<file path="src/tjs_pkg.sv">
`default_nettype none
package tjs_pkg;

    localparam int MAX_JOBS_DEF    = 16;
    localparam int TIME_BITS_DEF   = 24;
    localparam int LENGTH_BITS_DEF = 16;

    localparam int SLOT_W     = 4;
    localparam int MODE_W     = 2;
    localparam int COUNT_W    = 5;
    localparam int QUANTUM_W  = 16;
    localparam int CFG_IDX_W  = 2;
    localparam int CFG_DATA_W = 16;

    localparam logic [CFG_IDX_W-1:0] REG_POLICY  = 2'd0;
    localparam logic [CFG_IDX_W-1:0] REG_COUNT   = 2'd1;
    localparam logic [CFG_IDX_W-1:0] REG_QUANTUM = 2'd2;

    localparam logic [MODE_W-1:0] MODE_FIFO = 2'd0;
    localparam logic [MODE_W-1:0] MODE_SJF  = 2'd1;
    localparam logic [MODE_W-1:0] MODE_SRTF = 2'd2;
    localparam logic [MODE_W-1:0] MODE_RR   = 2'd3;

    localparam logic [COUNT_W-1:0]   COUNT_RESET   = 5'd1;
    localparam logic [QUANTUM_W-1:0] QUANTUM_RESET = 16'd500;

    localparam logic REQ_LOAD = 1'b0;
    localparam logic REQ_TICK = 1'b1;

    typedef enum logic [5:0] {
        ST_IDLE  = 6'b000001,
        ST_PREP  = 6'b000010,
        ST_SCAN  = 6'b000100,
        ST_DRAIN = 6'b001000,
        ST_APPLY = 6'b010000,
        ST_OUT   = 6'b100000
    } state_t;

    typedef struct packed {
        logic load_we;
        logic tick_begin;
        logic prep_step;
        logic scan_issue;
        logic apply;
        logic out_load;
    } cmd_t;

    typedef struct packed {
        logic n_zero;
        logic start_ge_n;
        logic scan_last;
        logic out_free;
    } status_t;

endpackage
`default_nettype wire

</file>
<file path="src/tjs_ram.sv">
`default_nettype none
module tjs_ram #(
    parameter int WIDTH = 16,
    parameter int DEPTH = 16
) (
    input  wire logic                     aclk,
    input  wire logic                     we,
    input  wire logic [$clog2(DEPTH)-1:0] waddr,
    input  wire logic [WIDTH-1:0]         wdata,
    input  wire logic [$clog2(DEPTH)-1:0] raddr,
    output logic      [WIDTH-1:0]         rdata
);
    logic [WIDTH-1:0] mem [DEPTH];

    always_ff @(posedge aclk) begin
        if (we) begin
            mem[waddr] <= wdata;
        end
        rdata <= mem[raddr];
    end
endmodule
`default_nettype wire

</file>
<file path="src/tjs_ctrl.sv">
`default_nettype none
module tjs_ctrl (
    input  wire logic              aclk,
    input  wire logic              aresetn,
    input  wire logic              s_valid,
    input  wire logic              s_req_type,
    output logic                   s_ready,
    input  wire tjs_pkg::status_t  status,
    output tjs_pkg::cmd_t          cmd
);
    tjs_pkg::state_t state_reg, state_next;

    always_ff @(posedge aclk) begin
        if (!aresetn) begin
            state_reg <= tjs_pkg::ST_IDLE;
        end else begin
            state_reg <= state_next;
        end
    end

    always_comb begin
        state_next = state_reg;
        cmd        = '0;
        s_ready    = 1'b0;
        unique case (state_reg)
            tjs_pkg::ST_IDLE: begin
                s_ready = 1'b1;
                if (s_valid) begin
                    if (s_req_type == tjs_pkg::REQ_TICK) begin
                        cmd.tick_begin = 1'b1;
                        state_next     = tjs_pkg::ST_PREP;
                    end else begin
                        cmd.load_we = 1'b1;
                    end
                end
            end
            tjs_pkg::ST_PREP: begin
                if (status.n_zero) begin
                    state_next = tjs_pkg::ST_APPLY;
                end else if (status.start_ge_n) begin
                    cmd.prep_step = 1'b1;
                end else begin
                    state_next = tjs_pkg::ST_SCAN;
                end
            end
            tjs_pkg::ST_SCAN: begin
                cmd.scan_issue = 1'b1;
                if (status.scan_last) begin
                    state_next = tjs_pkg::ST_DRAIN;
                end
            end
            tjs_pkg::ST_DRAIN: begin
                state_next = tjs_pkg::ST_APPLY;
            end
            tjs_pkg::ST_APPLY: begin
                cmd.apply  = 1'b1;
                state_next = tjs_pkg::ST_OUT;
            end
            tjs_pkg::ST_OUT: begin
                if (status.out_free) begin
                    cmd.out_load = 1'b1;
                    state_next   = tjs_pkg::ST_IDLE;
                end
            end
            default: begin
                state_next = tjs_pkg::ST_IDLE;
            end
        endcase
    end
endmodule
`default_nettype wire

</file>
<file path="src/tjs_datapath.sv">
`default_nettype none
module tjs_datapath #(
    parameter int MAX_JOBS    = tjs_pkg::MAX_JOBS_DEF,
    parameter int TIME_BITS   = tjs_pkg::TIME_BITS_DEF,
    parameter int LENGTH_BITS = tjs_pkg::LENGTH_BITS_DEF
) (
    input  wire logic                              aclk,
    input  wire logic                              aresetn,
    input  wire logic                              cfg_we,
    input  wire logic [tjs_pkg::CFG_IDX_W-1:0]     cfg_index,
    input  wire logic [tjs_pkg::CFG_DATA_W-1:0]    cfg_data,
    input  wire logic [tjs_pkg::SLOT_W-1:0]        s_slot,
    input  wire logic [TIME_BITS-1:0]              s_arrival_time,
    input  wire logic [LENGTH_BITS-1:0]            s_run_length,
    output logic                                   m_valid,
    input  wire logic                              m_ready,
    output logic [tjs_pkg::SLOT_W-1:0]             m_running_slot,
    output logic                                   m_idle,
    output logic                                   m_job_finished,
    output logic                                   m_all_finished,
    output logic [TIME_BITS-1:0]                   m_now_time,
    input  wire tjs_pkg::cmd_t                     cmd,
    output tjs_pkg::status_t                       status
);
    localparam int IDX_W = $clog2(MAX_JOBS);
    localparam int CNT_W = $clog2(MAX_JOBS + 1);

    // configuration
    logic [tjs_pkg::MODE_W-1:0]    mode_reg;
    logic [tjs_pkg::COUNT_W-1:0]   count_reg;
    logic [tjs_pkg::QUANTUM_W-1:0] quantum_reg;

    always_ff @(posedge aclk) begin
        if (!aresetn) begin
            mode_reg    <= tjs_pkg::MODE_FIFO;
            count_reg   <= tjs_pkg::COUNT_RESET;
            quantum_reg <= tjs_pkg::QUANTUM_RESET;
        end else if (cfg_we) begin
            unique case (cfg_index)
                tjs_pkg::REG_POLICY:  mode_reg    <= cfg_data[tjs_pkg::MODE_W-1:0];
                tjs_pkg::REG_COUNT:   count_reg   <= cfg_data[tjs_pkg::COUNT_W-1:0];
                tjs_pkg::REG_QUANTUM: quantum_reg <= cfg_data[tjs_pkg::QUANTUM_W-1:0];
                default: ;
            endcase
        end
    end

    logic [CNT_W-1:0] n;
    assign n = (32'(count_reg) > 32'(MAX_JOBS)) ? CNT_W'(MAX_JOBS) : CNT_W'(count_reg);

    // scheduler state
    logic [TIME_BITS-1:0]          clock_reg;
    logic [IDX_W-1:0]              cur_reg, cur_next;
    logic                          active_reg, active_next;
    logic [tjs_pkg::QUANTUM_W-1:0] slice_reg, slice_next;
    logic [CNT_W-1:0]              start_reg;

    // scan bookkeeping
    logic [IDX_W-1:0]       issue_idx_reg;
    logic                   rd_vld_reg;
    logic [IDX_W-1:0]       rd_idx_reg;
    logic [CNT_W-1:0]       nz_reg;
    logic                   fifo_found_reg, fifo_ok_reg;
    logic [IDX_W-1:0]       fifo_idx_reg;
    logic [LENGTH_BITS-1:0] fifo_rem_reg;
    logic                   sj_found_reg;
    logic [IDX_W-1:0]       sj_idx_reg;
    logic [LENGTH_BITS-1:0] sj_rem_reg;
    logic                   hi_found_reg, lo_found_reg;
    logic [IDX_W-1:0]       hi_idx_reg, lo_idx_reg;
    logic [LENGTH_BITS-1:0] hi_rem_reg, lo_rem_reg;
    logic [LENGTH_BITS-1:0] cur_rem_reg;

    // result staging
    logic [tjs_pkg::SLOT_W-1:0] res_slot_reg;
    logic                       res_idle_reg, res_done_reg, res_all_reg;

    // memories
    logic                   load_ok;
    logic [IDX_W-1:0]       load_addr;
    logic [TIME_BITS-1:0]   arr_rdata;
    logic [LENGTH_BITS-1:0] rem_rdata;
    logic                   rem_we;
    logic [IDX_W-1:0]       rem_waddr;
    logic [LENGTH_BITS-1:0] rem_wdata;

    assign load_ok   = 32'(s_slot) < 32'(MAX_JOBS);
    assign load_addr = IDX_W'(s_slot);

    tjs_ram #(.WIDTH(TIME_BITS), .DEPTH(MAX_JOBS)) u_arr_ram (
        .aclk  (aclk),
        .we    (cmd.load_we && load_ok),
        .waddr (load_addr),
        .wdata (s_arrival_time),
        .raddr (issue_idx_reg),
        .rdata (arr_rdata)
    );

    tjs_ram #(.WIDTH(LENGTH_BITS), .DEPTH(MAX_JOBS)) u_rem_ram (
        .aclk  (aclk),
        .we    (rem_we),
        .waddr (rem_waddr),
        .wdata (rem_wdata),
        .raddr (issue_idx_reg),
        .rdata (rem_rdata)
    );

    // per slot evaluation of the returning read
    logic rd_nz, rd_ready;
    assign rd_nz    = rem_rdata != '0;
    assign rd_ready = rd_nz && (arr_rdata <= clock_reg);

    always_ff @(posedge aclk) begin
        if (!aresetn) begin
            rd_vld_reg <= 1'b0;
        end else begin
            rd_vld_reg <= cmd.scan_issue;
        end
        rd_idx_reg <= issue_idx_reg;
        if (cmd.tick_begin) begin
            issue_idx_reg  <= '0;
            start_reg      <= active_reg ? CNT_W'(cur_reg) + CNT_W'(1) : CNT_W'(cur_reg);
            nz_reg         <= '0;
            fifo_found_reg <= 1'b0;
            sj_found_reg   <= 1'b0;
            hi_found_reg   <= 1'b0;
            lo_found_reg   <= 1'b0;
            cur_rem_reg    <= '0;
        end else begin
            if (cmd.prep_step) begin
                start_reg <= start_reg - n;
            end
            if (cmd.scan_issue) begin
                issue_idx_reg <= issue_idx_reg + IDX_W'(1);
            end
            if (rd_vld_reg) begin
                if (rd_nz) begin
                    nz_reg <= nz_reg + CNT_W'(1);
                end
                if (rd_nz && !fifo_found_reg) begin
                    fifo_found_reg <= 1'b1;
                    fifo_ok_reg    <= rd_ready;
                    fifo_idx_reg   <= rd_idx_reg;
                    fifo_rem_reg   <= rem_rdata;
                end
                if (rd_ready && (!sj_found_reg || rem_rdata < sj_rem_reg)) begin
                    sj_found_reg <= 1'b1;
                    sj_idx_reg   <= rd_idx_reg;
                    sj_rem_reg   <= rem_rdata;
                end
                if (rd_ready && !lo_found_reg) begin
                    lo_found_reg <= 1'b1;
                    lo_idx_reg   <= rd_idx_reg;
                    lo_rem_reg   <= rem_rdata;
                end
                if (rd_ready && !hi_found_reg && (CNT_W'(rd_idx_reg) >= start_reg)) begin
                    hi_found_reg <= 1'b1;
                    hi_idx_reg   <= rd_idx_reg;
                    hi_rem_reg   <= rem_rdata;
                end
                if (rd_idx_reg == cur_reg) begin
                    cur_rem_reg <= rem_rdata;
                end
            end
        end
    end

    // selection
    logic                          held_ok, run, done, all_fin;
    logic [IDX_W-1:0]              sel;
    logic [LENGTH_BITS-1:0]        sel_rem, new_rem;
    logic [tjs_pkg::QUANTUM_W-1:0] slice_eff, slice_dec;
    logic                          rr_held;

    assign held_ok = active_reg && (CNT_W'(cur_reg) < n) && (cur_rem_reg != '0);
    assign rr_held = held_ok && (slice_reg != '0);

    always_comb begin
        run     = 1'b0;
        sel     = '0;
        sel_rem = '0;
        unique case (mode_reg)
            tjs_pkg::MODE_FIFO: begin
                run     = fifo_found_reg && fifo_ok_reg;
                sel     = fifo_idx_reg;
                sel_rem = fifo_rem_reg;
            end
            tjs_pkg::MODE_SJF: begin
                if (held_ok) begin
                    run     = 1'b1;
                    sel     = cur_reg;
                    sel_rem = cur_rem_reg;
                end else begin
                    run     = sj_found_reg;
                    sel     = sj_idx_reg;
                    sel_rem = sj_rem_reg;
                end
            end
            tjs_pkg::MODE_SRTF: begin
                run     = sj_found_reg;
                sel     = sj_idx_reg;
                sel_rem = sj_rem_reg;
            end
            tjs_pkg::MODE_RR: begin
                if (rr_held) begin
                    run     = 1'b1;
                    sel     = cur_reg;
                    sel_rem = cur_rem_reg;
                end else if (hi_found_reg) begin
                    run     = 1'b1;
                    sel     = hi_idx_reg;
                    sel_rem = hi_rem_reg;
                end else begin
                    run     = lo_found_reg;
                    sel     = lo_idx_reg;
                    sel_rem = lo_rem_reg;
                end
            end
            default: ;
        endcase
    end

    assign new_rem   = sel_rem - LENGTH_BITS'(1);
    assign done      = run && (new_rem == '0);
    assign all_fin   = (nz_reg == '0) || ((nz_reg == CNT_W'(1)) && done);
    assign slice_eff = rr_held ? slice_reg
                     : ((quantum_reg == '0) ? tjs_pkg::QUANTUM_W'(1) : quantum_reg);
    assign slice_dec = slice_eff - tjs_pkg::QUANTUM_W'(1);

    always_comb begin
        active_next = active_reg;
        cur_next    = cur_reg;
        slice_next  = slice_reg;
        unique case (mode_reg)
            tjs_pkg::MODE_SJF: begin
                if (!held_ok) begin
                    active_next = run;
                    if (run) begin
                        cur_next = sel;
                    end
                end
                if (done) begin
                    active_next = 1'b0;
                end
            end
            tjs_pkg::MODE_RR: begin
                if (!rr_held) begin
                    active_next = run;
                    cur_next    = run ? sel : '0;
                end
                if (run) begin
                    slice_next = slice_dec;
                    if (done || slice_dec == '0) begin
                        active_next = 1'b0;
                        cur_next    = (CNT_W'(sel) + CNT_W'(1) == n) ? '0 : sel + IDX_W'(1);
                    end
                end
            end
            default: ;
        endcase
    end

    assign rem_we    = (cmd.load_we && load_ok) || (cmd.apply && run);
    assign rem_waddr = cmd.load_we ? load_addr : sel;
    assign rem_wdata = cmd.load_we ? s_run_length : new_rem;

    always_ff @(posedge aclk) begin
        if (!aresetn) begin
            clock_reg  <= '0;
            cur_reg    <= '0;
            active_reg <= 1'b0;
            slice_reg  <= '0;
            m_valid    <= 1'b0;
        end else begin
            if (cmd.apply) begin
                cur_reg    <= cur_next;
                active_reg <= active_next;
                slice_reg  <= slice_next;
                if (clock_reg != '1) begin
                    clock_reg <= clock_reg + TIME_BITS'(1);
                end
            end
            if (cmd.out_load) begin
                m_valid <= 1'b1;
            end else if (m_ready) begin
                m_valid <= 1'b0;
            end
        end
    end

    always_ff @(posedge aclk) begin
        if (cmd.apply) begin
            res_slot_reg <= run ? tjs_pkg::SLOT_W'(sel) : '0;
            res_idle_reg <= !run;
            res_done_reg <= done;
            res_all_reg  <= all_fin;
        end
        if (cmd.out_load) begin
            m_running_slot <= res_slot_reg;
            m_idle         <= res_idle_reg;
            m_job_finished <= res_done_reg;
            m_all_finished <= res_all_reg;
            m_now_time     <= clock_reg;
        end
    end

    assign status.n_zero     = n == '0;
    assign status.start_ge_n = start_reg >= n;
    assign status.scan_last  = CNT_W'(issue_idx_reg) + CNT_W'(1) == n;
    assign status.out_free   = !m_valid || m_ready;
endmodule
`default_nettype wire

</file>
<file path="src/tick_job_scheduler.sv">
// channel   direction  payload                                          transfer
// s_        in         req_type, slot, arrival_time, run_length         s_valid & s_ready
// m_        out        running_slot, idle, job_finished, all_finished,  m_valid & m_ready
//                      now_time
// cfg_      in         cfg_index, cfg_data                              cfg_we
//
// a tick scans the n slots in use, reading one slot a cycle from the job table memory
// before the scan, the scan start slot is folded into range by subtracting n, in every mode
// reset clears the clock and hold state and restores the default configuration; the job table is not cleared
// a finished result waits in the output register while loads keep transferring
`default_nettype none
module tick_job_scheduler #(
    parameter int MAX_JOBS    = tjs_pkg::MAX_JOBS_DEF,
    parameter int TIME_BITS   = tjs_pkg::TIME_BITS_DEF,
    parameter int LENGTH_BITS = tjs_pkg::LENGTH_BITS_DEF
) (
    input  wire logic                           aclk,
    input  wire logic                           aresetn,
    input  wire logic                           cfg_we,
    input  wire logic [tjs_pkg::CFG_IDX_W-1:0]  cfg_index,
    input  wire logic [tjs_pkg::CFG_DATA_W-1:0] cfg_data,
    input  wire logic                           s_valid,
    output logic                                s_ready,
    input  wire logic                           s_req_type,
    input  wire logic [tjs_pkg::SLOT_W-1:0]     s_slot,
    input  wire logic [TIME_BITS-1:0]           s_arrival_time,
    input  wire logic [LENGTH_BITS-1:0]         s_run_length,
    output logic                                m_valid,
    input  wire logic                           m_ready,
    output logic [tjs_pkg::SLOT_W-1:0]          m_running_slot,
    output logic                                m_idle,
    output logic                                m_job_finished,
    output logic                                m_all_finished,
    output logic [TIME_BITS-1:0]                m_now_time
);
    tjs_pkg::cmd_t    cmd;
    tjs_pkg::status_t status;

    tjs_ctrl u_ctrl (
        .aclk       (aclk),
        .aresetn    (aresetn),
        .s_valid    (s_valid),
        .s_req_type (s_req_type),
        .s_ready    (s_ready),
        .status     (status),
        .cmd        (cmd)
    );

    tjs_datapath #(
        .MAX_JOBS    (MAX_JOBS),
        .TIME_BITS   (TIME_BITS),
        .LENGTH_BITS (LENGTH_BITS)
    ) u_datapath (
        .aclk           (aclk),
        .aresetn        (aresetn),
        .cfg_we         (cfg_we),
        .cfg_index      (cfg_index),
        .cfg_data       (cfg_data),
        .s_slot         (s_slot),
        .s_arrival_time (s_arrival_time),
        .s_run_length   (s_run_length),
        .m_valid        (m_valid),
        .m_ready        (m_ready),
        .m_running_slot (m_running_slot),
        .m_idle         (m_idle),
        .m_job_finished (m_job_finished),
        .m_all_finished (m_all_finished),
        .m_now_time     (m_now_time),
        .cmd            (cmd),
        .status         (status)
    );

    // a tick transfer makes the block busy
    a_tick_busy: assert property (@(posedge aclk) disable iff (!aresetn)
        s_valid && s_ready && (s_req_type == tjs_pkg::REQ_TICK) |=> !s_ready)
        else $error("input still ready after tick transfer");

    // a load transfer keeps the block ready
    a_load_ready: assert property (@(posedge aclk) disable iff (!aresetn)
        s_valid && s_ready && (s_req_type == tjs_pkg::REQ_LOAD) |=> s_ready)
        else $error("input not ready after load transfer");

    // an idle tick never reports a finished job
    a_idle_no_finish: assert property (@(posedge aclk) disable iff (!aresetn)
        m_valid && m_idle |-> !m_job_finished)
        else $error("idle result flags a finished job");
endmodule
`default_nettype wire

</file>
<file path="config.mk">
export PLATFORM = sky130hd
export DESIGN_NAME = tick_job_scheduler
export DESIGN_NICKNAME = d
export VERILOG_FILES = /design/src/tjs_pkg.sv /design/src/tjs_ram.sv /design/src/tjs_ctrl.sv /design/src/tjs_datapath.sv /design/src/tick_job_scheduler.sv
export SDC_FILE = /design/constraint.sdc
export NUM_CORES = 1
export LEC_CHECK = 0
export ABC_AREA = 1
export BUFFER_PORTS_ARGS = -buffer_cell sky130_fd_sc_hd__buf_4
export CAP_MARGIN = 0
export CORE_MARGIN = 2
export CORE_UTILIZATION = 40
export DETAILED_ROUTE_END_ITERATION = 8
export GPL_ROUTABILITY_DRIVEN = 0
export GPL_TIMING_DRIVEN = 0
export PLACE_DENSITY = 0.65
export SETUP_SLACK_MARGIN = 0.3
export SYNTH_ARGS = -nofsm -noshare
export SYNTH_HDL_FRONTEND = slang
export SYNTH_HIERARCHICAL = 1
export SYNTH_SLANG_ARGS = --single-unit
</file>
<file path="constraint.sdc">
create_clock -name aclk -period 7.3 [get_ports aclk]
set_clock_uncertainty 0.2 [all_clocks]
set_input_delay 1.46 -clock aclk [delete_from_list [all_inputs] [get_ports aclk]]
set_output_delay 1.46 -clock aclk [all_outputs]
set_load 0.005 [all_outputs]
</file>
==> results.sh, run 1 <==
export IMPL_synthSimpleGateAreaFrac_pct=21.6
export IMPL_synth_top_family_by_area="simple AND/OR/NAND/NOR gates"
export IMPL_wl_per_cell_um=19.7
export IMPL_fin_crit_sh_pct=71.6
export IMPL_initial_utilization_pct=40.5
export IMPL_drc=0
export IMPL_synth_area_per_cell_um2=9.71
export IMPL_chipWidth_um=326
export IMPL_vias_per_cell=5.14
export IMPL_cp_max_fo=16
export IMPL_post_cts_resized=0
export IMPL_regMostFlops="u_datapath/u_arr_ram/mem"
export IMPL_firstDrtPassIters=6
export IMPL_finalNetCount=4626
export IMPL_fmax_mhz=191
export IMPL_ys_warn_count=6
export IMPL_synth_ff_type="edfxtp_1"
export IMPL_cts_setup_buffers=0
export IMPL_clk_pin_slew_ns=0.06
export IMPL_hold_viol_final=0
export IMPL_muxShareOfSynthArea_pct=0.339
export IMPL_overflow=0
export IMPL_synth_adder_area_share_pct=1.92
export IMPL_syn_to_final_growth_pct=15.5
export IMPL_ir_drop_mv=0.184
export IMPL_ys_async_sr_fraction_pct=0
export IMPL_drv_cap=0
export IMPL_layout_min_cycle_time_ns=5.23
export IMPL_rsz0062_at_grt="false"
export IMPL_tightest_slew_ns=1.23
export IMPL_grtUsageMet3_pct=4.37
export IMPL_routed_wl_um=117000
export IMPL_antenna_cells=0
export IMPL_hold_buffers=0
export IMPL_layout_common_cells="1169 x nand2_1, 764 x edfxtp_1, 695 x inv_1"
export IMPL_setup_viol=0
export IMPL_syn_area_um2=41400
export IMPL_tns_ns=0
export IMPL_syn_nets=4391
export IMPL_clkLatencyLatePin_ns=0.69
export IMPL_cp_start_kind="flop"
export IMPL_layout_commonest_cell="nand2_1"
export IMPL_met2_usage_pct=35.4
export IMPL_rows=117
export IMPL_grt_max_degree=31
export IMPL_slew_violations=0
export IMPL_cts_tree="built"
export IMPL_cp_arrival_ns=5.31
export IMPL_use_met1_pct=29.0
export IMPL_relSlewSlack_pct=18.3
export IMPL_antenna_found_initial=10
export IMPL_drtAntennaViolNets=0
export IMPL_status="completed"
export IMPL_synth_edf_count=764
export IMPL_grt_pass1_vias=28895
export IMPL_cts_buffer_depth=3
export IMPL_drive_above_1_share_pct=11.8
export IMPL_root_buffer="clkbuf_16"
export IMPL_grt_usage_pct=21.9
export IMPL_numCtsBuffers=93
export IMPL_cts_max_level=3
export IMPL_ys_types=59
export IMPL_port_buffers=100
export IMPL_p_leak_nw=19.9
export IMPL_largestRegisters="u_datapath/u_arr_ram/mem x384, u_datapath/u_rem_ram/mem x256"
export IMPL_busiest_layer="met2"
export IMPL_die_h_um=326
export IMPL_ys_ff_latch=913
export IMPL_utilization_pct=46.8
export IMPL_dp_hpwl_um=81700
export IMPL_ys_seq_area_share_pct=62.7
export IMPL_crit_path_end_kind="flop"
export IMPL_synthXorXnorAreaFrac_pct=0.466
export IMPL_drtIter0Drc=3117
export IMPL_critPathKind="reg -> reg"
export IMPL_cts_sinks=913
export IMPL_power_density_nw_per_um2=317
export IMPL_worst_ep_required_time_ns=7.38
export IMPL_ios=101
export IMPL_num_vias=30535
export IMPL_core_region_area_um2=102000
export IMPL_grt_pass1_wl_um=177000
export IMPL_synthCells=4260
export IMPL_fp_dieArea_um2=106000
export IMPL_synth_compound_area_share_pct=4.22
export IMPL_hold_class="reg -> reg"
export IMPL_largest_register_ffs=384
==> power by group <==
part | internal (W) | switching, W | leakage [nW] | total [W]
combinational | 0.00117 | 0.00290 | 10.3 | 0.00407
sequential | 0.00613 | 0.000252 | 8.14 | 0.00638
clock | 0.00264 | 0.00206 | 1.48 | 0.00470
==> worst paths after layout <==
| kind | start | end | slack, ns | cells after the start |
|---|---|---|---|---|
| max reg2reg | u_datapath/count_reg[4]$_SDFFE_PN0P_ | u_datapath/u_rem_ram/mem[11][6]$_DFFE_PP_ | 2.07 | 20 |
| min reg2reg | u_datapath/res_done_reg$_DFFE_PP_ | u_datapath/m_job_finished$_DFFE_PP_ | 0.22 | 0 |
| min | u_datapath/res_done_reg$_DFFE_PP_ | u_datapath/m_job_finished$_DFFE_PP_ | 0.22 | 0 |
| max | u_datapath/count_reg[4]$_SDFFE_PN0P_ | u_datapath/u_rem_ram/mem[11][6]$_DFFE_PP_ | 2.07 | 20 |
==> final cells by class <==
class                   count  area (um2)
fillers                  9361       54400
flip-flops and latches    913       25900
multi-input cells        2455       12000
inverters                 718        2700
clock buffers             115        2500
well taps                1368        1710
repair buffers            140        1450
plain buffers             174         940
clock inverters            60         541
==> worst max-delay path: stages (launching register included) <==
cell      delay, ns
dfxtp_1        0.31
buf_6          0.15
nor2_1         0.34
inv_1          0.16
ha_1           0.33
inv_1          0.06
nor2_1         0.04
nand2_1        0.06
nand2_1        0.08
nor2_4         0.26
nand4_4        0.22
inv_4          0.15
buf_6          0.17
nor3_1         0.09
a211oi_4       0.59
inv_2          0.15
nor2_1         0.12
inv_1          0.10
nand2_1        0.20
nand3_1        0.26
nor2_2         0.77
==> cells in the mapped netlist, types with 4 or more instances <==
| master | count | area [um2] |
|---|---|---|
| edfxtp_1 | 764 | 22900 |
| a211oi_1 | 4 | 30.0 |
| ha_1 | 62 | 776 |
| o21ai_1 | 20 | 100 |
| nor3_1 | 26 | 130 |
| nor2_4 | 10 | 113 |
| o21ai_2 | 10 | 87.6 |
| inv_2 | 17 | 63.8 |
| xnor2_1 | 9 | 78.8 |
| nor2_1 | 177 | 664 |
| clkinv_1 | 4 | 15.0 |
| nand3b_1 | 7 | 52.6 |
| dfxtp_1 | 149 | 2980 |
| clkbuf_1 | 47 | 176 |
| inv_1 | 695 | 2610 |
| a21oi_1 | 96 | 480 |
| buf_4 | 36 | 270 |
| nand2_2 | 7 | 43.8 |
| o211ai_1 | 11 | 82.6 |
| nor4_1 | 10 | 62.6 |
| nand4_1 | 28 | 175 |
| o21ai_0 | 111 | 556 |
| buf_2 | 73 | 365 |
| o22ai_1 | 12 | 75.1 |
| nand2_1 | 1169 | 4390 |
| a21oi_2 | 4 | 35.0 |
| buf_1 | 10 | 37.5 |
| or2_2 | 5 | 31.3 |
| xor2_1 | 13 | 114 |
| mux2i_1 | 14 | 140 |
| a31oi_1 | 10 | 62.6 |
| nor2_2 | 10 | 62.6 |
| nand3_1 | 575 | 2880 |
| o21a_1 | 6 | 45.0 |
| nand3_2 | 16 | 160 |
| buf_6 | 8 | 90.1 |
==> through the flow <==
step	std cells	setup WS [ns]	hold slack (ns)	power [W]	cell area, um2
finish	5943	2.07	0.222	0.0152	47800
global route	5943	1.73	0.228	0.0158	47800
CTS	5943	2.13	0.223	0.0152	47800
detailed placement	5768	2.16	0.205	0.0105	44700
global placement	5728	0.785	0.202	0.0103	43800
floorplan	4260	3.16	0.194	0.00884	41400
==> routing by layer <==
metal  up-vias  share of wire [%]
li1      14469                  -
met1     14399                 40
met2      1397                 46
met4        10                3.5
met5         -              0.056
met3       260                9.9
==> kinds of logic after synthesis <==
| kind of cell | after synthesis |
|---|---|
| AND/OR/NAND/NOR | 2052 |
| flip-flops | 913 |
| buffers and inverters | 892 |
| AO/OA/AOI/OAI | 304 |
| adder cells (fa/ha/maj) | 63 |
| XOR/XNOR | 22 |
| multiplexers | 14 |
Note: power is estimated with default switching activity, not from simulation.
==> run 2, diff against run 1 <==
--- a/config.mk
+++ b/config.mk
@@ -5,7 +5,7 @@
 export SDC_FILE = /design/constraint.sdc
 export NUM_CORES = 1
 export LEC_CHECK = 0
-export ABC_AREA = 1
+export ABC_AREA = 0
 export BUFFER_PORTS_ARGS = -buffer_cell sky130_fd_sc_hd__buf_4
 export CAP_MARGIN = 0
 export CORE_MARGIN = 2
==> constraint.sdc (replaced) <==
create_clock -name aclk -period 5.4 [get_ports aclk]
set_clock_uncertainty 0.2 [all_clocks]
set_input_delay 1.08 -clock aclk [delete_from_list [all_inputs] [get_ports aclk]]
set_output_delay 1.08 -clock aclk [all_outputs]
set_load 0.005 [all_outputs]
==> run 2 against run 1 <==
  * Clock-buffer cell count rose by 4
  * Global-route usage fell by 2.2 points
  * Sequential share of layout area increased by 3.2 points
  * Final area shrank 5.6%
  * Highest routed layer unchanged
==> results.sh, run 2 <==
export IMPL_ir_drop_mv=0.267
export IMPL_drv_cap=0
export IMPL_multiInputGateArea_um2=11900
export IMPL_tightest_slew_ns=1.22
export IMPL_p_leak_nw=14.8
export IMPL_num_vias=23026
export IMPL_drtIter0Drc=2457
export IMPL_largest_register_ffs=384
export IMPL_regMostFlops="u_datapath/u_arr_ram/mem"
export IMPL_slowest_stage="or3b_2"
export IMPL_wl_per_cell_um=24.1
export IMPL_grtUsageMet3_pct=3.83
export IMPL_synthXorXnorAreaFrac_pct=1.67
export IMPL_switchingPower_w=0.00417
export IMPL_grt_pass1_wl_um=146000
export IMPL_core_region_area_um2=94700
export IMPL_grt_usage_pct=19.7
export IMPL_hold_class="reg -> reg"
export IMPL_cp_arrival_ns=5.18
export IMPL_crit_chain="buf_6, inv_8, nand2_2, ha_1, a21o_1, buf_6, a211o_4, buf_4, buf_6, buf_6, clkbuf_2, a21oi_1, nor2_1, a311oi_4, a21o_1, or3b_2, nor2_2, buf_16"
export IMPL_synth_top_cell_by_area="edfxtp_1"
export IMPL_synth_adder_area_share_pct=2.09
export IMPL_die_h_um=313
export IMPL_largestRegisters="u_datapath/u_arr_ram/mem x384, u_datapath/u_rem_ram/mem x256"
export IMPL_use_met1_pct=26.1
export IMPL_synthSimpleGateAreaFrac_pct=7.52
export IMPL_relSlewSlack_pct=18.3
export IMPL_cp_max_fo=12
export IMPL_yosysTopAreaCellShare_pct=60.2
export IMPL_syn_nets=2568
export IMPL_fillers=7926
export IMPL_ys_seq_area_share_pct=68.0
export IMPL_cts_sinks=913
export IMPL_slew_violations=0
export IMPL_ys_types=95
export IMPL_syn_to_final_growth_pct=18.3
export IMPL_grt_max_degree=33
export IMPL_firstDrtPassIters=6
export IMPL_fp_dieArea_um2=97800
export IMPL_hold_buffers=0
export IMPL_power_sequential_fraction_pct=48.6
export IMPL_layout_common_cells="764 x edfxtp_1, 177 x nand2_1, 150 x mux4_2"
export IMPL_layout_commonest_cell="edfxtp_1"
export IMPL_clk_pin_slew_ns=0.06
export IMPL_synth_compound_area_share_pct=6.84
export IMPL_vias_per_cell=5.68
export IMPL_drtAntennaViolNets=0
export IMPL_layout_min_cycle_time_ns=5.02
export IMPL_fin_crit_sh_pct=93.0
export IMPL_setup_viol=0
export IMPL_cts_max_level=3
export IMPL_rows=113
export IMPL_antenna_found_initial=9
export IMPL_combPwrFrac_pct=14.2
export IMPL_synth_edf_count=764
export IMPL_regArea_um2=25900
export IMPL_drc=0
export IMPL_synth_ff_type="edfxtp_1"
export IMPL_root_buffer="clkbuf_16"
export IMPL_fmax_mhz=199
export IMPL_numCtsBuffers=93
export IMPL_drive_above_1_share_pct=23.2
export IMPL_synth_area_leaders="edfxtp_1 60%, mux4_2 8.9%, dfxtp_1 7.8%"
export IMPL_syn_area_um2=38100
export IMPL_rsz0062_at_grt="true"
export IMPL_worst_ep_required_time_ns=5.56
export IMPL_crit_path_end_kind="flop"
export IMPL_finalNetCount=2840
export IMPL_final_cell_area_um2=45100
export IMPL_swShare_pct=24.8
export IMPL_initial_utilization_pct=40.2
export IMPL_ios=101
export IMPL_cp_start_kind="flop"
export IMPL_ys_async_sr_fraction_pct=0
export IMPL_hold_viol_final=0
export IMPL_routed_wl_um=97700
export IMPL_synth_area_per_cell_um2=15.6
export IMPL_synth_common_cells="764 x edfxtp_1, 180 x nand2_1, 150 x mux4_2, 149 x dfxtp_1, 144 x nor2_1"
export IMPL_clockPowerShare_pct=37.3
export IMPL_ys_ff_latch=913
export IMPL_crit_top_cell="buf_6"
export IMPL_busiest_layer="met2"
export IMPL_overflow=0
export IMPL_cts_buffer_depth=3
export IMPL_internal_power_w=0.0127
export IMPL_chipWidth_um=313
export IMPL_timing_critical_path_buf_inv=8
export IMPL_dp_hpwl_um=65900
export IMPL_grt_pass1_vias=23510
export IMPL_cts_tree="built"
export IMPL_clkLatencyLatePin_ns=0.66
export IMPL_port_buffers=100
export IMPL_critPathKind="reg -> reg"
export IMPL_met2_usage_pct=32.7
export IMPL_yosysMostFrequentCell="edfxtp_1"
export IMPL_crit_family="compound AO/OA/AOI/OAI gates"
export IMPL_placedInstanceArea_um2=41300
export IMPL_slowest_delay_ns=0.57
export IMPL_status="completed"
export IMPL_power_density_nw_per_um2=373
export IMPL_ys_warn_count=6
export IMPL_synthCells=2437
export IMPL_synth_top_family_by_area="multiplexers"
export IMPL_rrSetupSlack_ns=0.38
export IMPL_tns_ns=0
export IMPL_muxShareOfSynthArea_pct=11.4
[run 2: through the flow]
stage	hold slack (ns)	utilization, %	instances	worst slack [ns]	total power (W)
after floorplan	0.198	-	2437	0.289	0.00987
after global placement	0.209	42.7	3802	-2.28	0.0105
after detailed placement	0.205	43.6	3844	-2.00	0.0106
after CTS	0.219	47.1	4027	0.138	0.0169
after global routing	0.238	47.6	4051	0.264	0.0175
final	0.217	47.6	4051	0.380	0.0168
[run 2: cell families (layout without fill, tap and decap cells)]
| group | after synthesis | after routing |
|---|---|---|
| flip-flops | 913 | 913 |
| AND/OR/NAND/NOR | 579 | 579 |
| AO/OA/AOI/OAI | 375 | 375 |
| multiplexers | 229 | 229 |
| buffers and inverters | 206 | 554 |
| XOR/XNOR | 72 | 72 |
| adder cells (fa/ha/maj) | 63 | 63 |
| other | 0 | 1 |
[run 2: repair_timing]
item | CTS | global route
setup endpoints to repair | 503 | 338
buffers inserted | 12 | 21
gates cloned | 0 | 0
pin swaps | 11 | 15
resized for setup | 74 | 67
[run 2: cell type report]
cell class	instances	share of cell area (%)
diodes	1	0.00555
plain buffers	130	1.69
clock buffers	119	5.42
clock inverters	52	1.19
inverters	76	0.649
multi-input cells	1318	26.4
flip-flops and latches	913	57.5
well taps	1265	3.51
repair buffers	177	3.64
[run 2: worst paths after layout]
path | cells past startpoint | to | start
worst max register to register | 18 | u_datapath/u_rem_ram/mem[1][10]$_DFFE_PP_ | u_datapath/count_reg[4]$_SDFFE_PN0P_
worst min-delay path | 0 | u_datapath/m_all_finished$_DFFE_PP_ | u_datapath/res_all_reg$_DFFE_PP_
worst min register to register | 0 | u_datapath/m_all_finished$_DFFE_PP_ | u_datapath/res_all_reg$_DFFE_PP_
worst max-delay path | 18 | u_datapath/u_rem_ram/mem[1][10]$_DFFE_PP_ | u_datapath/count_reg[4]$_SDFFE_PN0P_
[run 2: routing by layer]
layer	vias to the layer above	wire length (um)	share of wire, %
met5	-	57	0.058
met4	10	2990	3.1
met3	217	7230	7.4
met2	930	47400	49
met1	11796	40000	41
li1	10073	-	-
[run 2: power groups by stage]
stage	combinational (W)	clock (W)	sequential (W)
4_1_cts	0.00236	0.00639	0.00818
2_1_floorplan	0.00163	0	0.00823
5_1_grt	0.00258	0.00668	0.00820
6_report	0.00238	0.00627	0.00818
3_5_place_dp	0.00232	0	0.00833
3_3_place_gp	0.00220	0	0.00832
